### src/rtl/core/bmi_mul.sv
// ----------------------------------------------------------------------------
// bmi_mul - shared registered multiplier
// Signed 33 by 33 bit product, registered.
// ----------------------------------------------------------------------------
module bmi_mul (
    input  logic               aclk,
    input  logic signed [32:0] a,
    input  logic signed [32:0] b,
    output logic signed [65:0] p
);

    logic signed [65:0] p_reg;

    always_ff @(posedge aclk) begin
        p_reg <= a * b;
    end

    assign p = p_reg;

endmodule

### config.mk
export PLATFORM = sky130hd
export DESIGN_NAME = bmi_mul
export DESIGN_NICKNAME = d
export VERILOG_FILES = /design/src/rtl/core/bmi_mul.sv
export SDC_FILE = /design/constraint.sdc
export NUM_CORES = 2
export LEC_CHECK = 0
export BUFFER_PORTS_ARGS = -buffer_cell sky130_fd_sc_hd__buf_2
export CAP_MARGIN = 10
export CORE_ASPECT_RATIO = 0.75
export CORE_MARGIN = 3
export CORE_UTILIZATION = 40
export CTS_BUF_LIST = sky130_fd_sc_hd__clkbuf_4
export CTS_CLUSTER_SIZE = 12
export DETAILED_ROUTE_END_ITERATION = 12
export GPL_TIMING_DRIVEN = 0
export HOLD_SLACK_MARGIN = 0.05
export PLACE_DENSITY = 0.59
export SETUP_SLACK_MARGIN = 0.5
export SLEW_MARGIN = 20
export SYNTH_ARGS = -nofsm -noshare
export SYNTH_HDL_FRONTEND = slang
export SYNTH_SLANG_ARGS = --single-unit
### constraint.sdc
create_clock -name aclk -period 11.2 [get_ports aclk]
set_input_delay 0 -clock aclk [delete_from_list [all_inputs] [get_ports aclk]]
set_output_delay 0 -clock aclk [all_outputs]
set_load 0.01 [all_outputs]
==> impl_metrics.xml <==
<?xml version="1.0" encoding="UTF-8"?>
<metrics>
  <group name="status">
    <metric name="run_status" unit="">complete, no violations</metric>
  </group>
  <group name="clock_tree">
    <metric name="clock_sink_count" unit="">66</metric>
    <metric name="tritoncts" unit="">done</metric>
    <metric name="postCtsSetupRepairBufs" unit="">0</metric>
    <metric name="cts_made_buffers" unit="">9</metric>
    <metric name="clock_tree.root_cell" unit="">sky130_fd_sc_hd__clkbuf_4</metric>
    <metric name="cts.path.max_buffers" unit="">2</metric>
    <metric name="worst_setup_hold_path_clk_slew" unit="ps">150</metric>
    <metric name="ctsHtreeMaxLevel" unit="">3</metric>
  </group>
  <group name="detailed_routing">
    <metric name="detailedRoute.firstIterationViolations" unit="">3525</metric>
    <metric name="totalWireLength" unit="mm">158.9</metric>
    <metric name="avgRoutedWirePerCell" unit="um">27.26</metric>
    <metric name="drt-pass1-iter-count" unit="">6</metric>
    <metric name="detail-route-antenna-nets" unit="">0</metric>
    <metric name="post-route-drc-count" unit="">0</metric>
    <metric name="detail_route.vias_per_cell" unit="">5.287</metric>
    <metric name="vias" unit="">30810</metric>
  </group>
  <group name="yosys">
    <metric name="synth_top_flop_cell" unit="">sky130_fd_sc_hd__dfxtp_1</metric>
    <metric name="ys_async_sr_fraction" unit="%">0</metric>
    <metric name="yosys.cell_count.top_type" unit="">sky130_fd_sc_hd__fa_1</metric>
    <metric name="synth_top_family_by_area" unit="">adder cells</metric>
    <metric name="synth_fp_nets" unit="">5767</metric>
    <metric name="post_synth_main_area_contributors" unit="">sky130_fd_sc_hd__fa_1 (56%), sky130_fd_sc_hd__inv_1 (10%), sky130_fd_sc_hd__and2_1 (8.6%), sky130_fd_sc_hd__ha_1 (6.7%), sky130_fd_sc_hd__nand2_1 (5.1%)</metric>
    <metric name="yosys-mux-area-fraction" unit="%">0</metric>
    <metric name="adder_and_majority_cell_fraction_of_the_synthesized_area" unit="%">62.94</metric>
    <metric name="yosysSeqAreaShare" unit="%">3.244</metric>
    <metric name="ys_ff_latch" unit="">66</metric>
    <metric name="synth.avg_cell_area" unit="um2">9.390</metric>
    <metric name="synth-compound-area-share" unit="%">4.067</metric>
    <metric name="yosysWarningCount" unit="">0</metric>
    <metric name="yosys.area_share.simple" unit="%">15.78</metric>
    <metric name="synth-xor-area-share" unit="%">1.462</metric>
    <metric name="post_synth_inst_count" unit="">4338</metric>
    <metric name="synth.cells.most_frequent" unit="">sky130_fd_sc_hd__fa_1 (1,145), sky130_fd_sc_hd__inv_1 (1,131), sky130_fd_sc_hd__and2_1 (562)</metric>
    <metric name="library_cell_with_the_largest_summed_area_after_synthesis" unit="">sky130_fd_sc_hd__fa_1</metric>
    <metric name="synth_enable_flop_cells" unit="">0</metric>
    <metric name="yosysUniqueCellTypes" unit="">80</metric>
    <metric name="syn-cell-area" unit="um2">40730</metric>
    <metric name="synth_top_area_share" unit="%">56.27</metric>
  </group>
  <group name="timing">
    <metric name="number_of_pins_with_negative_max_slew_slack_in_the_final_report" unit="">0</metric>
    <metric name="max_slew_margin" unit="%">14.82</metric>
    <metric name="timing.final.hold_violations" unit="">0</metric>
    <metric name="rsz0062_at_grt" unit="">false</metric>
    <metric name="min_period_over_period" unit="%">79.33</metric>
    <metric name="finalSetupTns" unit="ps">0</metric>
    <metric name="worstMarginPinSlew" unit="ps">1278</metric>
    <metric name="final_critical_path_setup_slack" unit="ps">2316</metric>
    <metric name="achievable-frequency" unit="MHz">112.6</metric>
    <metric name="setup_viol" unit="">0</metric>
    <metric name="finalWorstPathRequiredPeriod" unit="ps">8884</metric>
  </group>
  <group name="job">
    <metric name="cap_violations" unit="">0</metric>
  </group>
  <group name="floorplan">
    <metric name="pin_count" unit="">133</metric>
    <metric name="die_height" unit="um">282.4</metric>
    <metric name="rows" unit="">100</metric>
    <metric name="placeableCoreArea" unit="um2">100100</metric>
    <metric name="initial_utilization" unit="%">40.69</metric>
    <metric name="chipWidth" unit="um">374.5</metric>
    <metric name="fp.dieArea" unit="um2">105700</metric>
  </group>
  <group name="placed_design">
    <metric name="dp.cells" unit="">5796</metric>
    <metric name="place.gp.congestion" unit="">1.058</metric>
    <metric name="port_buf_inserts" unit="">132</metric>
    <metric name="post-dp-hpwl" unit="mm">135.9</metric>
    <metric name="placement.setup.worst_slack" unit="ps">1971</metric>
  </group>
  <group name="cells_and_area">
    <metric name="area_growth_syn_to_layout" unit="%">6.269</metric>
    <metric name="largest_reg_flops" unit="">66</metric>
    <metric name="post_route_cells_drive_above_1_share" unit="%">4.523</metric>
    <metric name="non_filler_instance_count_after_layout" unit="">5828</metric>
    <metric name="final_net_count" unit="">5912</metric>
    <metric name="layout.core_utilization" unit="%">43.25</metric>
  </group>
  <group name="global_routing">
    <metric name="grt.met1_usage" unit="%">44.12</metric>
    <metric name="maximum_number_of_pins_on_one_net_before_global_route_repair" unit="">27</metric>
    <metric name="grt.overflow.total" unit="">0</metric>
    <metric name="global_route_wire_length_before_repair" unit="mm">232.5</metric>
    <metric name="global_route.usage.met3" unit="%">18.71</metric>
    <metric name="first_global_vias" unit="">32330</metric>
    <metric name="global_route_usage_over_all_layers" unit="%">31.12</metric>
    <metric name="antenna_found_initial" unit="">33</metric>
    <metric name="globalRouteMet2Util" unit="%">40.01</metric>
    <metric name="grt-busiest-layer" unit="">met1</metric>
  </group>
  <group name="critical_path">
    <metric name="cp_cell_sequence" unit="">buf_2 -&gt; clkbuf_1 -&gt; nand2_1 -&gt; fa_1 -&gt; fa_1 -&gt; fa_1 -&gt; inv_1 -&gt; fa_1 -&gt; fa_1 -&gt; fa_1 -&gt; fa_1 -&gt; inv_1 -&gt; fa_1 -&gt; inv_1 -&gt; ha_1 -&gt; and3_1 -&gt; nand4_1 -&gt; nor4_1 -&gt; a21oi_4 -&gt; o31ai_2 -&gt; xor2_1</metric>
    <metric name="critical_path.n_buffers_inverters" unit="">5</metric>
    <metric name="cp_max_fo" unit="">11</metric>
    <metric name="critPathArrivalTime" unit="ps">9300</metric>
    <metric name="startpoint_type" unit="">primary input</metric>
    <metric name="cp_data_required_time" unit="ps">11610</metric>
    <metric name="worstSetupPathType" unit="">in -&gt; reg</metric>
    <metric name="worst_path_largest_cell_delay" unit="ps">980</metric>
    <metric name="critical_path.slowest_cell" unit="">sky130_fd_sc_hd__fa_1</metric>
    <metric name="timing.critical_path.max_delay_family" unit="">adder cells</metric>
    <metric name="end_kind" unit="">flop</metric>
    <metric name="critical_path.most_common_cell" unit="">sky130_fd_sc_hd__fa_1</metric>
  </group>
  <group name="min_path">
    <metric name="worstHoldPathType" unit="">in -&gt; reg</metric>
  </group>
</metrics>
cell type report:
type                       count  area, um2
timing repair buffer         134      680.7
multi-input combinational   2920      34320
buffer                       221      855.8
inverter                    1131       4245
antenna                       14      35.03
tap                         1326       1659
clock buffer                   9      67.56
sequential                    66       1321
clock inverter                 7      101.3
fill                        9935      56810
stage by stage:
step,cell area [um2],hold WS [ps]
6_report,43290,173.0
3_3_place_gp,43050,375.5
3_5_place_dp,43060,386.5
2_1_floorplan,40730,127.3
5_1_grt,43260,135.4
4_1_cts,43250,80.40
layout by cell type (no fill, tap or decap), drive strengths merged, types with 14 or more instances in the layout:
cell type and count:
a21o 38, a21oi 61, and2 563, buf 145
clkbuf 217, dfxtp 66, diode 14, fa 1145
ha 217, inv 1132, nand2 551, nand3 26
nor2 68, o21ai 33, xnor2 43, xor2 25
logic make-up (layout without fill, tap and decap cells):
| family | after synthesis | after routing |
|---|---|---|
| xor+xnor | 68 | 68 |
| buf+inv | 1352 | 1502 |
| flops | 66 | 66 |
| compound gates | 219 | 219 |
| simple gates | 1271 | 1271 |
| fa+ha+maj | 1362 | 1362 |
| other cells | 0 | 14 |
worst paths after layout:
kind | startpoint | endpoint | slack, ps | depth (start not counted)
worst max-delay path | b[9] | p[59] | 2320 | 21
worst min-delay path | b[0] | p[0] | 170 | 3
metal layers:
layer	share of wire, %	wire length, um
met1	41	65730
met2	37	58950
met3	19	30070
met4	2.5	4049
met5	0.050	80
repair_timing:
| item | CTS | global route |
|---|---|---|
| resized for setup | 0 | 0 |
| hold endpoints to repair | 2 | 0 |
| setup endpoints to repair | 0 | 0 |
| hold buffers | 2 | 0 |
Power is not shown: default switching activity piles up to over one toggle a cycle in this logic, so the estimate is an artifact.
