File: src/rtl/core/bmi_pkg.sv
// ----------------------------------------------------------------------------
// bmi_pkg - shared types and constants of the ball motion integrator
// Holds the sequencer states and the register indexes of the APB port.
// ----------------------------------------------------------------------------
package bmi_pkg;

    typedef enum logic [3:0] {
        ST_IDLE,
        ST_WEIGHT,
        ST_FRIC,
        ST_SQ,
        ST_SQRT,
        ST_NORM,
        ST_DRV,
        ST_FRC,
        ST_FZ,
        ST_FDIV,
        ST_DTMUL,
        ST_LIM,
        ST_DISP,
        ST_OUT
    } bmi_state_t;

    typedef logic [2:0] bmi_reg_idx_t;

    localparam bmi_reg_idx_t REG_MASS      = 3'd0;
    localparam bmi_reg_idx_t REG_GRAVITY   = 3'd1;
    localparam bmi_reg_idx_t REG_FRICTION  = 3'd2;
    localparam bmi_reg_idx_t REG_DRIVE     = 3'd3;
    localparam bmi_reg_idx_t REG_MAX_SPEED = 3'd4;

    localparam logic [0:0] OP_STEP = 1'b0;
    localparam logic [0:0] OP_LOAD = 1'b1;

    // Command to the shared divider.
    typedef struct packed {
        logic        start;
        logic        neg;
        logic [31:0] mag;
        logic [31:0] divisor;
    } bmi_div_cmd_t;

endpackage

File: src/rtl/core/bmi_div.sv
// ----------------------------------------------------------------------------
// bmi_div - iterative fixed point divider
// Computes (x << FRAC_BITS) / d one quotient bit a cycle, truncated toward
// zero and saturated to 32 bits. A zero divisor saturates by the sign of x.
// ----------------------------------------------------------------------------
module bmi_div
    import bmi_pkg::*;
#(
    parameter int FRAC_BITS = 16
) (
    input  logic               aclk,
    input  logic               aresetn,
    input  bmi_div_cmd_t       cmd,
    output logic               done,
    output logic signed [31:0] quo
);

    localparam int DW = 32 + FRAC_BITS;
    localparam int CW = $clog2(DW + 1);
    localparam logic [DW-1:0] POS_LIM = DW'(32'h7FFF_FFFF);
    localparam logic [DW-1:0] NEG_LIM = DW'(32'h8000_0000);

    logic          busy_reg, busy_next;
    logic          done_reg, done_next;
    logic [CW-1:0] cnt_reg, cnt_next;
    logic [31:0]   rem_reg, rem_next;
    logic [DW-1:0] dvd_reg, dvd_next;
    logic [31:0]   dsr_reg, dsr_next;
    logic          neg_reg, neg_next;
    logic [31:0]   quo_reg, quo_next;
    logic [32:0]   rem_sh;
    logic          ge;

    always_comb begin
        busy_next = busy_reg;
        done_next = 1'b0;
        cnt_next  = cnt_reg;
        rem_next  = rem_reg;
        dvd_next  = dvd_reg;
        dsr_next  = dsr_reg;
        neg_next  = neg_reg;
        quo_next  = quo_reg;
        rem_sh    = {rem_reg, dvd_reg[DW-1]};
        ge        = rem_sh >= {1'b0, dsr_reg};
        if (cmd.start) begin
            if (cmd.divisor == 32'd0) begin
                done_next = 1'b1;
                if (cmd.mag == 32'd0) begin
                    quo_next = 32'd0;
                end else if (cmd.neg) begin
                    quo_next = 32'h8000_0000;
                end else begin
                    quo_next = 32'h7FFF_FFFF;
                end
            end else begin
                busy_next = 1'b1;
                cnt_next  = CW'(DW);
                rem_next  = 32'd0;
                dvd_next  = {cmd.mag, {FRAC_BITS{1'b0}}};
                dsr_next  = cmd.divisor;
                neg_next  = cmd.neg;
            end
        end else if (busy_reg) begin
            if (cnt_reg != '0) begin
                rem_next = ge ? 32'(rem_sh - {1'b0, dsr_reg}) : rem_sh[31:0];
                dvd_next = {dvd_reg[DW-2:0], ge};
                cnt_next = cnt_reg - 1'b1;
            end else begin
                busy_next = 1'b0;
                done_next = 1'b1;
                if (neg_reg) begin
                    quo_next = (dvd_reg > NEG_LIM) ? 32'h8000_0000 : 32'(-dvd_reg);
                end else begin
                    quo_next = (dvd_reg > POS_LIM) ? 32'h7FFF_FFFF : dvd_reg[31:0];
                end
            end
        end
    end

    always_ff @(posedge aclk) begin
        if (!aresetn) begin
            busy_reg <= 1'b0;
            done_reg <= 1'b0;
        end else begin
            busy_reg <= busy_next;
            done_reg <= done_next;
        end
    end

    always_ff @(posedge aclk) begin
        cnt_reg <= cnt_next;
        rem_reg <= rem_next;
        dvd_reg <= dvd_next;
        dsr_reg <= dsr_next;
        neg_reg <= neg_next;
        quo_reg <= quo_next;
    end

    assign done = done_reg;
    assign quo  = quo_reg;

endmodule

File: config.mk
export PLATFORM = sky130hd
export DESIGN_NAME = bmi_div
export DESIGN_NICKNAME = d
export VERILOG_FILES = /design/src/rtl/core/bmi_pkg.sv /design/src/rtl/core/bmi_div.sv
export SDC_FILE = /design/constraint.sdc
export NUM_CORES = 1
export LEC_CHECK = 0
export ABC_AREA = 1
export CORE_MARGIN = 1.5
export CORE_UTILIZATION = 28
export CTS_BUF_LIST = sky130_fd_sc_hd__clkbuf_2
export CTS_CLUSTER_SIZE = 20
export DETAILED_ROUTE_END_ITERATION = 10
export DONT_BUFFER_PORTS = 1
export GPL_TIMING_DRIVEN = 0
export RECOVER_POWER = 100
export SYNTH_ARGS = -nofsm -noshare
export SYNTH_HDL_FRONTEND = slang
export SYNTH_SLANG_ARGS = --single-unit
export TNS_END_PERCENT = 100
File: constraint.sdc
create_clock -name aclk -period 5 [get_ports aclk]
set_input_delay 0.5 -clock aclk [delete_from_list [all_inputs] [get_ports aclk]]
set_output_delay 0.5 -clock aclk [all_outputs]
set_load 0.02 [all_outputs]
==> results.sh <==
export IMPL_status="finished, violations left"
export IMPL_violations="capacitance limit, slew limit"
export IMPL_max_slew_margin=-0.202
export IMPL_synth_top_area_frac=0.435
export IMPL_hold_viol_final=0
export IMPL_switchingPower_w=0.00192
export IMPL_drc=0
export IMPL_largest_reg_flops=48
export IMPL_fp_dieH_um=196
export IMPL_placed_cell_area_um2=11100
export IMPL_gp_congestion=0.927
export IMPL_top_layer_used="met4"
export IMPL_grt_max_degree=53
export IMPL_final_setup_viol_count=0
export IMPL_cp_top_family="buffers and inverters"
export IMPL_grt_ovfl_total=0
export IMPL_fin_tns_setup_ns=0
export IMPL_drt_met1_wl_um=13600
export IMPL_required_ns=5.57
export IMPL_fin_area_um2=12000
export IMPL_nets=1588
export IMPL_syn_inst=1392
export IMPL_coreArea_um2=36600
export IMPL_htreeDepth=4
export IMPL_leakagePower_nw=5.53
export IMPL_power_frac_clock=0.177
export IMPL_skew_ns=0.0621
export IMPL_initial_core_util=0.285
export IMPL_worst_slew_pin_slew_ns=1.79
export IMPL_fmax_ghz=0.278
export IMPL_ant_nets=0
export IMPL_grt_pass1_wl_um=48500
export IMPL_pwr_share_seq=0.391
export IMPL_drive_gt1_frac=0.0621
export IMPL_ys_seq_elements=153
export IMPL_dpl_hpwl_um=23300
export IMPL_grt_usage=0.164
export IMPL_critical_path_class="in2reg"
export IMPL_via_count=9131
export IMPL_fp_dieW_um=196
export IMPL_yosysWarnings=0
export IMPL_syn_num_nets=1496
export IMPL_drtPass1Iterations=7
export IMPL_pwr_share_comb=0.432
export IMPL_clk_pin_slew_worst_paths_ns=0.28
export IMPL_synth_distinct_cells=36
export IMPL_fill_cells=3929
export IMPL_fin_crit_ns=3.60
export IMPL_avgSynthCellArea_um2=7.49
export IMPL_drt_iter0_drc=593
export IMPL_dr_wl_met3_um=1680
export IMPL_ys_seq_area_frac=0.439
export IMPL_drv_cap=1
export IMPL_clockBufferDepth=2
export IMPL_clock_sinks=153
export IMPL_internal_power_w=0.00249
export IMPL_slowest_stage="clkinvlp_2"
export IMPL_met2WireLength_um=15100
export IMPL_io_buffers=0
export IMPL_cp_num_buf_inv=2
export IMPL_total_power_w=0.00441
export IMPL_crit_path_start_kind="primary input"
export IMPL_tritoncts="built"
export IMPL_yosys_top_cells_area="edfxtp_1 43%, nand2_1 17%, inv_1 7.7%"
export IMPL_wirelength_um=30800
export IMPL_cts_resized=0
export IMPL_yosysTopAreaCell="edfxtp_1"
export IMPL_cp_max_fo=52
export IMPL_worstHoldPathType="in2reg"
export IMPL_placed_cells=1863
export IMPL_peakVddDrop_mv=0.163
export IMPL_synth_area_um2=10400
export IMPL_row_count=70
export IMPL_grt_pass1_vias=9052
export IMPL_preCtsSetupSlack_ns=1.73
export IMPL_final_cell_mix="463 x nand2_1, 214 x inv_1, 175 x nor2_1"
export IMPL_viasPerCell=4.64
export IMPL_ios=101
export IMPL_final_cells=1967
export IMPL_cts_root_buf="clkbuf_2"
export IMPL_endpoint_kind="flip-flop"
export IMPL_antenna_found_initial=1
export IMPL_sw_frac_of_total=0.435
export IMPL_layout_commonest_cell="nand2_1"
export IMPL_drv_slew=35
export IMPL_die_area_um2=38400
export IMPL_worstPathCellList="nor4_1 > nand4_1 > nor2_1 > nand2_1 > nand2_1 > clkinvlp_2 > buf_16"
export IMPL_wire_per_inst_um=15.7
export IMPL_max_stage_delay_ns=1.37
export IMPL_area_delta_synth_final_pct=14.8
export IMPL_worstPathArrival_ns=4.16
export IMPL_numCtsBuffers=17
export IMPL_cpMostUsedCell="nand2_1"
export IMPL_layout_setup_ws_ns=1.40
export IMPL_clock_latency_ns=0.86
export IMPL_power_density_nw_per_um2=368
export IMPL_rsz0062_at_grt="false"
export IMPL_min_period_over_period=0.720
## cell families (layout without fill, tap and decap cells)
logic type | count (synthesis) | in the layout | synth area share
buffers and inverters | 252 | 357 | 0.0970
AOI/OAI and AO/OA | 110 | 110 | 0.0613
and+or+nand+nor | 808 | 808 | 0.332
xor gates and xnor gates | 33 | 33 | 0.0277
adders and majority gates | 36 | 36 | 0.0439
DFF | 153 | 153 | 0.439
other | 0 | 2 | 0
## worst register-to-register path, stage by stage, from the launching register on
cell	delay [ns]
edfxtp_1	0.55
ha_1	0.42
nand2_1	0.18
nor2_1	0.09
nand2_1	0.09
nor2_1	0.06
nand3b_1	0.16
nand3_2	0.09
nor2_1	0.84
clkbuf_1	0.55
nand3_1	0.14
nand2_1	0.09
nor2_1	0.06
## metrics by stage
stage,util,hold WS (ns)
2_1_floorplan,-,0.470
3_3_place_gp,0.301,0.480
3_5_place_dp,0.303,0.489
4_1_cts,0.330,0.00169
5_1_grt,0.327,-0.0236
6_report,0.327,0.0379
## power groups by stage
stage / Clock [W] / Combinational, W / Sequential [W]
after floorplan: 0 / 0.00143 / 0.00172
after CTS: 0.000814 / 0.00194 / 0.00172
after global routing: 0.000849 / 0.00218 / 0.00175
after detailed placement: 0 / 0.00188 / 0.00175
after global placement: 0 / 0.00186 / 0.00175
final: 0.000783 / 0.00191 / 0.00172
## per-layer routing
layer,up-vias,track usage
met1,4260,0.204
met2,215,0.285
li1,4630,-
met5,-,0
met4,0,0.0473
met3,26,0.0337
## cell usage after synthesis
| master | number |
|---|---|
| nand2_1 | 461 |
| inv_1 | 214 |
| nor2_1 | 171 |
| edfxtp_1 | 151 |
| nand3_1 | 68 |
| o21ai_0 | 62 |
| ha_1 | 35 |
| xor2_1 | 33 |
| nand3b_1 | 24 |
| a21oi_1 | 22 |
| nand4_1 | 19 |
| o21ai_2 | 19 |
| nor4_1 | 14 |
| clkbuf_1 | 13 |
| nor3_1 | 12 |
| nor2_2 | 11 |
| nand2_2 | 8 |
| and2_1 | 6 |
| buf_1 | 6 |
| buf_6 | 6 |
| buf_2 | 5 |
| buf_4 | 4 |
| or2_2 | 4 |
| inv_2 | 3 |
| nand2_4 | 3 |
| nor2_4 | 3 |
| a21oi_2 | 2 |
| dfxtp_1 | 2 |
| nand3_2 | 2 |
| o21a_1 | 2 |
| o21bai_1 | 2 |
| clkinv_1 | 1 |
| fa_1 | 1 |
| nand3b_4 | 1 |
| nor3_2 | 1 |
| o21ai_1 | 1 |
## path summary, 6_finish.rpt
path               start          end  slack, ns  cells after the start
max              cmd[13]  dvd_reg[37]       1.40                      7
min               cmd[7]     busy_reg       0.04                      5
max reg2reg  rem_reg[15]   rem_reg[1]       1.42                     12
min reg2reg     busy_reg     busy_reg       0.52                      2
## final cells by class
cell class	instances	area, µm²	share of cell area
clock inverter	15	178	0.0148
multi-input combinational	987	4820	0.402
sequential	153	4570	0.382
buffer	34	174	0.0145
tap	468	586	0.0489
clock buffer	17	85.1	0.00710
antenna	2	5.00	0.000418
inverter	218	820	0.0684
timing repair buffer	73	736	0.0614
## repair_timing
item | 4_1_cts | 5_1_grt
endpoints found under the hold margin | 68 | 0
setup buffers | 0 | 0
hold buffers | 70 | 0
(Power assumes the default switching activity.)
