### config.mk
export PLATFORM = sky130hd
export DESIGN_NAME = bmi_sqrt
export DESIGN_NICKNAME = d
export VERILOG_FILES = /design/src/rtl/core/bmi_sqrt.sv
export SDC_FILE = /design/constraint.sdc
export NUM_CORES = 1
export LEC_CHECK = 0
export ABC_AREA = 0
export BUFFER_PORTS_ARGS = -buffer_cell sky130_fd_sc_hd__buf_4
export CAP_MARGIN = 15
export CORE_MARGIN = 3
export CORE_UTILIZATION = 44
export DETAILED_ROUTE_END_ITERATION = 8
export PLACE_DENSITY = 0.73
export SLEW_MARGIN = 30
export SYNTH_ARGS = -nofsm -noshare
export SYNTH_HDL_FRONTEND = slang
export SYNTH_SLANG_ARGS = --single-unit
### constraint.sdc
create_clock -name aclk -period 6.8 [get_ports aclk]
set_clock_uncertainty 0.1 [all_clocks]
set_input_delay 1.02 -clock aclk [delete_from_list [all_inputs] [get_ports aclk]]
set_output_delay 1.02 -clock aclk [all_outputs]
set_load 0.02 [all_outputs]
### src/rtl/core/bmi_sqrt.sv
// ----------------------------------------------------------------------------
// bmi_sqrt - iterative integer square root
// Floor square root of a 64 bit value, one result bit a cycle.
// ----------------------------------------------------------------------------
module bmi_sqrt (
    input  logic        aclk,
    input  logic        aresetn,
    input  logic        start,
    input  logic [63:0] rad,
    output logic        done,
    output logic [31:0] root
);

    logic        busy_reg, busy_next;
    logic        done_reg, done_next;
    logic [4:0]  cnt_reg, cnt_next;
    logic [63:0] s_reg, s_next;
    logic [63:0] r_reg, r_next;
    logic [63:0] bit_reg, bit_next;
    logic [63:0] trial;

    always_comb begin
        busy_next = busy_reg;
        done_next = 1'b0;
        cnt_next  = cnt_reg;
        s_next    = s_reg;
        r_next    = r_reg;
        bit_next  = bit_reg;
        trial     = r_reg + bit_reg;
        if (start) begin
            busy_next = 1'b1;
            cnt_next  = 5'd31;
            s_next    = rad;
            r_next    = 64'd0;
            bit_next  = 64'h4000_0000_0000_0000;
        end else if (busy_reg) begin
            if (s_reg >= trial) begin
                s_next = s_reg - trial;
                r_next = (r_reg >> 1) + bit_reg;
            end else begin
                r_next = r_reg >> 1;
            end
            bit_next = bit_reg >> 2;
            cnt_next = cnt_reg - 1'b1;
            if (cnt_reg == 5'd0) begin
                busy_next = 1'b0;
                done_next = 1'b1;
            end
        end
    end

    always_ff @(posedge aclk) begin
        if (!aresetn) begin
            busy_reg <= 1'b0;
            done_reg <= 1'b0;
        end else begin
            busy_reg <= busy_next;
            done_reg <= done_next;
        end
    end

    always_ff @(posedge aclk) begin
        cnt_reg <= cnt_next;
        s_reg   <= s_next;
        r_reg   <= r_next;
        bit_reg <= bit_next;
    end

    assign done = done_reg;
    assign root = r_reg[31:0];

endmodule

==> metrics.log, run 1 <==
[metrics] run status: complete, no violations
[metrics] Warnings, synthesis: 0
[metrics] Max Cap Violations: 0
[metrics] share of synthesized registers carrying an async set or reset: 0
[metrics] measured slew at the worst slew-check pin: 791 ps
[metrics] post-synth design cell area: 0.0154 mm^2
[metrics] DPL Wire Length: 33200 um
[metrics] worst hold path cell count: 2
[metrics] count of hold-fix buffers inserted at cts: 0
[metrics] number of setup buffers added after CTS: 0
[metrics] Crit path arrival time: 6540 ps
[metrics] Lkg Pwr: 6.48 nW
[metrics] Clock Root Buffer: sky130_fd_sc_hd__clkbuf_16
[metrics] worst endpoint required time: 7020 ps
[metrics] total via count in the routed design: 14647
[metrics] setup slack of the worst register-to-register path: 480 ps
[metrics] clock buffer count from CTS: 17
[metrics] number of enable flip-flop cells after synthesis: 64
[metrics] post-route fraction of the period consumed by the critical path: 0.929
[metrics] highest net fanout along the worst path: 64
[metrics] number of buffer cells added on primary ports: 99
[metrics] sum of routed wire length over all layers: 44100 um
[metrics] Residual DRC: 0
[metrics] core outline area: 0.0340 mm^2
[metrics] growth of design area from synthesis to finish: 9.03%
[metrics] Diodes inserted: 0
[metrics] internal power: 2.97 mW
[metrics] std cell rows: 67
[metrics] final-layout setup total negative slack: 0 ps
[metrics] R2R Path End: r_reg[20]
[metrics] count of nets after finishing: 2152
[metrics] Setup crit end: r_reg[20]
[metrics] Routed WL per cell: 18.3 um
[metrics] max-slew violation count: 0
[metrics] Distinct cells, synth: 82
[metrics] Fill cells: 3243
[metrics] switching share of power: 0.439
[metrics] net count after synthesis: 2159
[metrics] initial standard-cell utilization of the core: 0.453
[metrics] ys flop type: sky130_fd_sc_hd__dfxtp_1
[metrics] setup violation total in the final timing report: 0
[metrics] net load switching power: 2.33 mW
[metrics] Max Fclk: 158 MHz
[metrics] R2R depth: 23
[metrics] CP Launch Type: flip-flop
[metrics] Die W: 193 um
[metrics] global routing usage summed across all routing layers: 0.233
[metrics] CTS tree: yes
[metrics] worst-case hold slack: 401 ps
[metrics] number of nets still failing antenna checks after routing: 0
[metrics] top-level I/O count: 100
[metrics] chip height: 193 um
[metrics] critical path endpoint category: flip-flop
[metrics] number of levels in the clock H-tree: 4
[metrics] Avg Cell Area, Syn: 7.84 um^2
[metrics] synthesized netlist cell count: 1960
[metrics] clock tree sinks: 167
[metrics] floorplan die area: 0.0372 mm^2
[metrics] clock insertion delay at the later pin of the skew report: 450 ps
[metrics] largest net degree at the start of global routing: 139
[metrics] start-to-end type of the worst setup path: flip-flop to flip-flop
[metrics] Comb power frac: 0.537
[metrics] Final Util: 0.494
[metrics] worst min-delay path startpoint: r_reg[0]
[metrics] number of global-route vias before repair: 13679
[metrics] share of synthesized area occupied by flip-flops and latches: 0.259
[metrics] unrepaired setup endpoints after global routing: false
[metrics] clock-pin slew on the worst setup and hold paths: 70 ps
[metrics] relative contribution of the clock network to total power: 0.187
[metrics] length of the first detailed-routing pass in iterations: 7
[metrics] Reg power frac: 0.277
[metrics] commonest cells after routing, fill and taps aside: 244 x sky130_fd_sc_hd__nand2_1, 188 x sky130_fd_sc_hd__nor2_1, 157 x sky130_fd_sc_hd__o21ai_0
[metrics] antenna violations before repair: 0
[metrics] ratio of cells with drive above 1 in the final layout: 0.0992
[metrics] final hold violations: 0
[metrics] startpoint of the worst-slack reg-to-reg timing path: r_reg[2]
[metrics] Peak VDD IR: 0.194 mV
[metrics] Vias per Instance: 6.07
[metrics] instance area after placement: 0.0162 mm^2
[metrics] beginning of the critical path: r_reg[2]
[metrics] design area: 0.0168 mm^2
[metrics] RePlAce Congestion: 0.958
[metrics] wire length of the first global-routing pass: 70400 um
[metrics] minimum clock period: 6320 ps
[metrics] synthesis-stage register bit count: 167
[metrics] initial drt markers: 1348
[metrics] class of the most critical hold timing path: flip-flop to flip-flop
[metrics] maximum buffer depth of the clock tree: 2
[metrics] pwr dens: 316 mW/mm^2
[metrics] GR Overflow Total: 0
[metrics] Resized cells post-CTS: 0
[metrics] most frequent standard cell in the layout excluding fill and tap cells: sky130_fd_sc_hd__nand2_1
[metrics] relative slew slack: 0.472
-- power by group through the flow --
stage | registers [mW] | logic [mW] | clock network [mW]
finish | 1.47 | 2.85 | 0.990
global route | 1.49 | 3.13 | 1.04
CTS | 1.46 | 2.80 | 1.01
detailed placement | 1.48 | 2.78 | 0
global placement | 1.48 | 2.75 | 0
floorplan | 1.40 | 2.17 | 0
-- per-layer routing --
layer / global-route usage / routed length [um] / vias to the layer above
met3: 0.0331 / 2780 / 65
met5: 0 / 0 / -
met1: 0.325 / 20300 / 6888
li1: - / - / 7173
met2: 0.375 / 20100 / 521
met4: 0.0668 / 927 / 0
-- Yosys cell counts, types with 9 or more instances --
master / count / share of area
sky130_fd_sc_hd__a211oi_1: 39 / 0.019
sky130_fd_sc_hd__a21o_1: 46 / 0.022
sky130_fd_sc_hd__a21oi_1: 110 / 0.036
sky130_fd_sc_hd__a221oi_1: 19 / 0.011
sky130_fd_sc_hd__a311oi_1: 15 / 0.0085
sky130_fd_sc_hd__a31o_2: 11 / 0.0063
sky130_fd_sc_hd__a31oi_1: 66 / 0.027
sky130_fd_sc_hd__and2_1: 11 / 0.0045
sky130_fd_sc_hd__and3_1: 16 / 0.0065
sky130_fd_sc_hd__buf_2: 12 / 0.0039
sky130_fd_sc_hd__buf_4: 34 / 0.017
sky130_fd_sc_hd__clkbuf_1: 84 / 0.021
sky130_fd_sc_hd__dfxtp_1: 103 / 0.13
sky130_fd_sc_hd__edfxtp_1: 64 / 0.13
sky130_fd_sc_hd__ha_1: 131 / 0.11
sky130_fd_sc_hd__inv_1: 45 / 0.011
sky130_fd_sc_hd__mux2i_1: 42 / 0.027
sky130_fd_sc_hd__nand2_1: 245 / 0.060
sky130_fd_sc_hd__nand2b_1: 13 / 0.0053
sky130_fd_sc_hd__nand3_1: 35 / 0.011
sky130_fd_sc_hd__nand4_1: 46 / 0.019
sky130_fd_sc_hd__nor2_1: 188 / 0.046
sky130_fd_sc_hd__nor2b_1: 20 / 0.0081
sky130_fd_sc_hd__nor3_1: 35 / 0.011
sky130_fd_sc_hd__nor4_1: 9 / 0.0037
sky130_fd_sc_hd__o211ai_1: 16 / 0.0078
sky130_fd_sc_hd__o21a_1: 20 / 0.0098
sky130_fd_sc_hd__o21ai_0: 158 / 0.051
sky130_fd_sc_hd__o21bai_1: 23 / 0.011
sky130_fd_sc_hd__o31ai_1: 11 / 0.0054
sky130_fd_sc_hd__or2_2: 9 / 0.0037
sky130_fd_sc_hd__xnor2_1: 85 / 0.048
sky130_fd_sc_hd__xor2_1: 75 / 0.043
-- cells by family (layout without fill, tap and decap cells) --
logic type	after synthesis	after routing	share of synthesized area
buffers and inverters	186	192	0.0549
XOR/XNOR	160	160	0.0912
adder cells (fa/ha/maj)	132	132	0.108
AO/OA/AOI/OAI	606	606	0.258
AND/OR/NAND/NOR	660	660	0.196
multiplexers	49	49	0.0325
flip-flops	167	167	0.259
-- metrics by stage --
stage / std cells / total power, mW / setup slack [ps]
global placement: 2382 / 4.22 / 476
global route: 2414 / 5.66 / 6.06
detailed placement: 2382 / 4.26 / 385
floorplan: 1960 / 3.57 / 152
CTS: 2414 / 5.27 / 361
finish: 2414 / 5.30 / 481
-- layout make-up --
class                           count  area, um^2  share of cell area
Inverter                           45         169              0.0101
Sequential cell                   167        3990               0.238
Multi-Input combinational cell   1607       10600               0.630
Clock inverter                     12         125             0.00746
Timing Repair Buffer              115         917              0.0547
Clock buffer                       20         447              0.0266
Tap cell                          448         561              0.0334
-- worst min-delay path by stage --
stage	end	slack, ps
4_1_cts	cnt_reg[3]	410
3_5_place_dp	cnt_reg[3]	390
3_3_place_gp	cnt_reg[3]	380
2_1_floorplan	cnt_reg[3]	360
5_1_grt	r_reg[0]	420
6_report	r_reg[0]	400
-- worst max-delay path, stage by stage, from the launching register on --
cell,delay [ps]
sky130_fd_sc_hd__dfxtp_1,450
sky130_fd_sc_hd__ha_1,310
sky130_fd_sc_hd__a21oi_1,270
sky130_fd_sc_hd__o21ai_0,330
sky130_fd_sc_hd__and4b_1,340
sky130_fd_sc_hd__o21a_1,210
sky130_fd_sc_hd__o21ai_0,360
sky130_fd_sc_hd__nand2_1,200
sky130_fd_sc_hd__a21bo_2,270
sky130_fd_sc_hd__a31oi_1,300
sky130_fd_sc_hd__nor2b_1,100
sky130_fd_sc_hd__xnor2_1,140
sky130_fd_sc_hd__ha_1,440
sky130_fd_sc_hd__nand4_1,260
sky130_fd_sc_hd__nor4_1,400
sky130_fd_sc_hd__nand3_1,130
sky130_fd_sc_hd__a211oi_1,240
sky130_fd_sc_hd__o31ai_1,100
sky130_fd_sc_hd__nand3_1,170
sky130_fd_sc_hd__or2_2,170
sky130_fd_sc_hd__buf_12,280
sky130_fd_sc_hd__mux2_2,380
sky130_fd_sc_hd__mux2i_1,140
sky130_fd_sc_hd__nor2_1,50
(Power assumes the default switching activity.)
==> run 2: changes to the inputs <==
--- a/config.mk
+++ b/config.mk
@@ -8,10 +8,13 @@
 export ABC_AREA = 0
 export BUFFER_PORTS_ARGS = -buffer_cell sky130_fd_sc_hd__buf_4
 export CAP_MARGIN = 15
+export CELL_PAD_IN_SITES_DETAIL_PLACEMENT = 0
+export CELL_PAD_IN_SITES_GLOBAL_PLACEMENT = 2
 export CORE_MARGIN = 3
-export CORE_UTILIZATION = 44
+export CORE_UTILIZATION = 34
 export DETAILED_ROUTE_END_ITERATION = 8
-export PLACE_DENSITY = 0.73
+export MAX_ROUTING_LAYER = met4
+export PLACE_DENSITY = 0.88
 export SLEW_MARGIN = 30
 export SYNTH_ARGS = -nofsm -noshare
 export SYNTH_HDL_FRONTEND = slang
==> run 2 against run 1 <==
Critical path depth shrank 1. Clock-buffer cell count shrank 1. Highest routed layer unchanged. Worst setup slack gained 170 ps. Sequential power is essentially flat. Routed wire length grew 8.8%. Utilization shrank 11 points. Total power grew 1.7%. Flip-flop and latch count is the same. Global-route usage shrank 2.5 points. Fmax grew 2.8%.
==> metrics.log, run 2 (synthesis gave the netlist of run 1 again) <==
[metrics] maximum buffer depth of the clock tree: 2
[metrics] global routing usage summed across all routing layers: 0.207
[metrics] cell with the biggest individual delay on the critical path: sky130_fd_sc_hd__dfxtp_1
[metrics] setup slack of the worst register-to-register path: 650 ps
[metrics] number of levels in the clock H-tree: 4
[metrics] clock insertion delay at the later pin of the skew report: 500 ps
[metrics] Lkg Pwr: 6.60 nW
[metrics] initial drt markers: 1032
[metrics] top-level I/O count: 100
[metrics] unrepaired setup endpoints after global routing: false
[metrics] class of the most critical hold timing path: flip-flop to flip-flop
[metrics] critical path endpoint category: flip-flop
[metrics] max-slew violation count: 0
[metrics] endpoint with the worst hold slack: r_reg[0]
[metrics] final hold violations: 0
[metrics] Max Cap Violations: 0
[metrics] measured slew at the worst slew-check pin: 905 ps
[metrics] clock buffer count from CTS: 17
[metrics] Clock Root Buffer: sky130_fd_sc_hd__clkbuf_16
[metrics] cells along the critical path: ha_1 -> a31oi_1 -> nor2_1 -> o311a_1 -> a32o_1 -> o21ai_1 -> nand2_1 -> a21bo_2 -> a31oi_1 -> nor2b_1 -> xnor2_1 -> ha_1 -> nand4_1 -> nor4_1 -> nand3_1 -> a211oi_1 -> o31ai_1 -> nand3_1 -> or2_2 -> nand2_1 -> nand2_2 -> buf_12
[metrics] worst hold path cell count: 2
[metrics] count of nets after finishing: 2173
[metrics] relative slew slack: 0.397
[metrics] CTS tree: yes
[metrics] Residual DRC: 0
[metrics] wire length of the first global-routing pass: 76200 um
[metrics] worst endpoint required time: 6850 ps
[metrics] Vias per Instance: 5.61
[metrics] total buffers and inverters traversed by the critical path: 1
[metrics] total via count in the routed design: 14465
[metrics] growth of design area from synthesis to finish: 11.5%
[metrics] worst stage delay on the critical path: 480 ps
[metrics] RePlAce Congestion: 0.913
[metrics] pwr dens: 315 mW/mm^2
[metrics] Routed WL per cell: 18.6 um
[metrics] CP Launch Type: flip-flop
[metrics] setup violation total in the final timing report: 0
[metrics] start-to-end type of the worst setup path: flip-flop to flip-flop
[metrics] initial standard-cell utilization of the core: 0.346
[metrics] minimum clock period: 6150 ps
[metrics] number of global-route vias before repair: 13866
[metrics] post-route fraction of the period consumed by the critical path: 0.904
[metrics] sum of routed wire length over all layers: 48000 um
[metrics] antenna violations before repair: 0
[metrics] clock tree sinks: 167
[metrics] number of setup buffers added after CTS: 0
[metrics] startpoint of the worst-slack reg-to-reg timing path: r_reg[16]
[metrics] final-layout setup total negative slack: 0 ps
[metrics] ratio of cells with drive above 1 in the final layout: 0.111
[metrics] length of the first detailed-routing pass in iterations: 6
[metrics] std cell rows: 77
[metrics] design area: 0.0171 mm^2
[metrics] DPL Wire Length: 36900 um
[metrics] GR Overflow Total: 0
[metrics] worst min-delay path startpoint: r_reg[0]
[metrics] worst-case hold slack: 410 ps
[metrics] core outline area: 0.0444 mm^2
[metrics] most frequent standard cell in the layout excluding fill and tap cells: sky130_fd_sc_hd__nand2_1
[metrics] run status: complete, no violations
[metrics] Max Fclk: 163 MHz
[metrics] R2R Path End: s_reg[1]
[metrics] instance area after placement: 0.0165 mm^2
[metrics] largest net degree at the start of global routing: 93
[metrics] Diodes inserted: 0
[metrics] Die W: 219 um
[metrics] chip height: 219 um
[metrics] Peak VDD IR: 0.243 mV
[metrics] commonest cells after routing, fill and taps aside: 244 x sky130_fd_sc_hd__nand2_1, 188 x sky130_fd_sc_hd__nor2_1, 155 x sky130_fd_sc_hd__o21ai_0
[metrics] number of buffer cells added on primary ports: 99
[metrics] floorplan die area: 0.0478 mm^2
[metrics] clock-pin slew on the worst setup and hold paths: 70 ps
[metrics] CP top delay family: compound AO/OA/AOI/OAI gates
[metrics] Crit path arrival time: 6200 ps
[metrics] highest net fanout along the worst path: 64
[metrics] R2R depth: 22
[metrics] number of nets still failing antenna checks after routing: 0
run 2: cell types whose count changed in the layout (fill, tap and decap cells not counted), moves of 2 or more:
cell / previous run / this run
sky130_fd_sc_hd__buf_4: 110 / 131
sky130_fd_sc_hd__bufinv_16: 2 / 0
sky130_fd_sc_hd__clkbuf_1: 2 / 0
sky130_fd_sc_hd__clkbuf_16: 17 / 19
sky130_fd_sc_hd__inv_4: 4 / 0
sky130_fd_sc_hd__inv_6: 0 / 6
sky130_fd_sc_hd__inv_8: 0 / 4
sky130_fd_sc_hd__o21ai_0: 157 / 155
run 2: cell type report:
type | count | area, um^2
clock buffers | 19 | 475
clock inverters | 13 | 120
fillers | 4649 | 27300
inverters | 45 | 169
multi-input cells | 1607 | 10600
flip-flops and latches | 167 | 3990
well taps | 592 | 741
repair buffers | 136 | 1070
run 2: how the worst max path moves through the flow:
stage                            to      start  slack, ps  depth (start not counted)
after floorplan            s_reg[0]  r_reg[22]        150                         23
after global placement    s_reg[14]  r_reg[12]        470                         21
after detailed placement   s_reg[3]  r_reg[12]        330                         21
after CTS                  s_reg[1]  r_reg[12]        330                         21
after global routing      r_reg[41]  r_reg[16]         10                         23
final                      s_reg[1]  r_reg[16]        650                         22
run 2: metal layers:
metal | track usage | share of wire
met1 | 0.289 | 0.50
met2 | 0.312 | 0.45
met3 | 0.0373 | 0.041
met4 | 0.0472 | 0.013
met5 | - | 0
run 2: per-stage QoR:
stage | worst slack [ps] | instances | utilization | power (mW)
after floorplan | 152 | 1960 | - | 3.57
after global placement | 470 | 2547 | 0.372 | 4.33
after detailed placement | 326 | 2547 | 0.372 | 4.33
after CTS | 332 | 2579 | 0.385 | 5.40
after global routing | 14.2 | 2579 | 0.386 | 5.81
final | 650 | 2579 | 0.386 | 5.39
run 2: power breakdown:
| group | total, mW | switching (mW) | internal [mW] |
|---|---|---|---|
| Sequential | 1.44 | 0.145 | 1.30 |
| Combinational | 2.91 | 1.77 | 1.15 |
| Clock | 1.04 | 0.510 | 0.528 |
| Total | 5.39 | 2.42 | 2.97 |
run 2: worst min-delay path: stages, from the launching register on:
cell	delay, ps
sky130_fd_sc_hd__dfxtp_1	330
sky130_fd_sc_hd__nor2_1	90
sky130_fd_sc_hd__a311oi_1	50
run 2: what timing repair did:
item	in CTS	in global routing
endpoints found under the setup margin	0	107
gates resized for setup	0	6
hold buffers	0	0
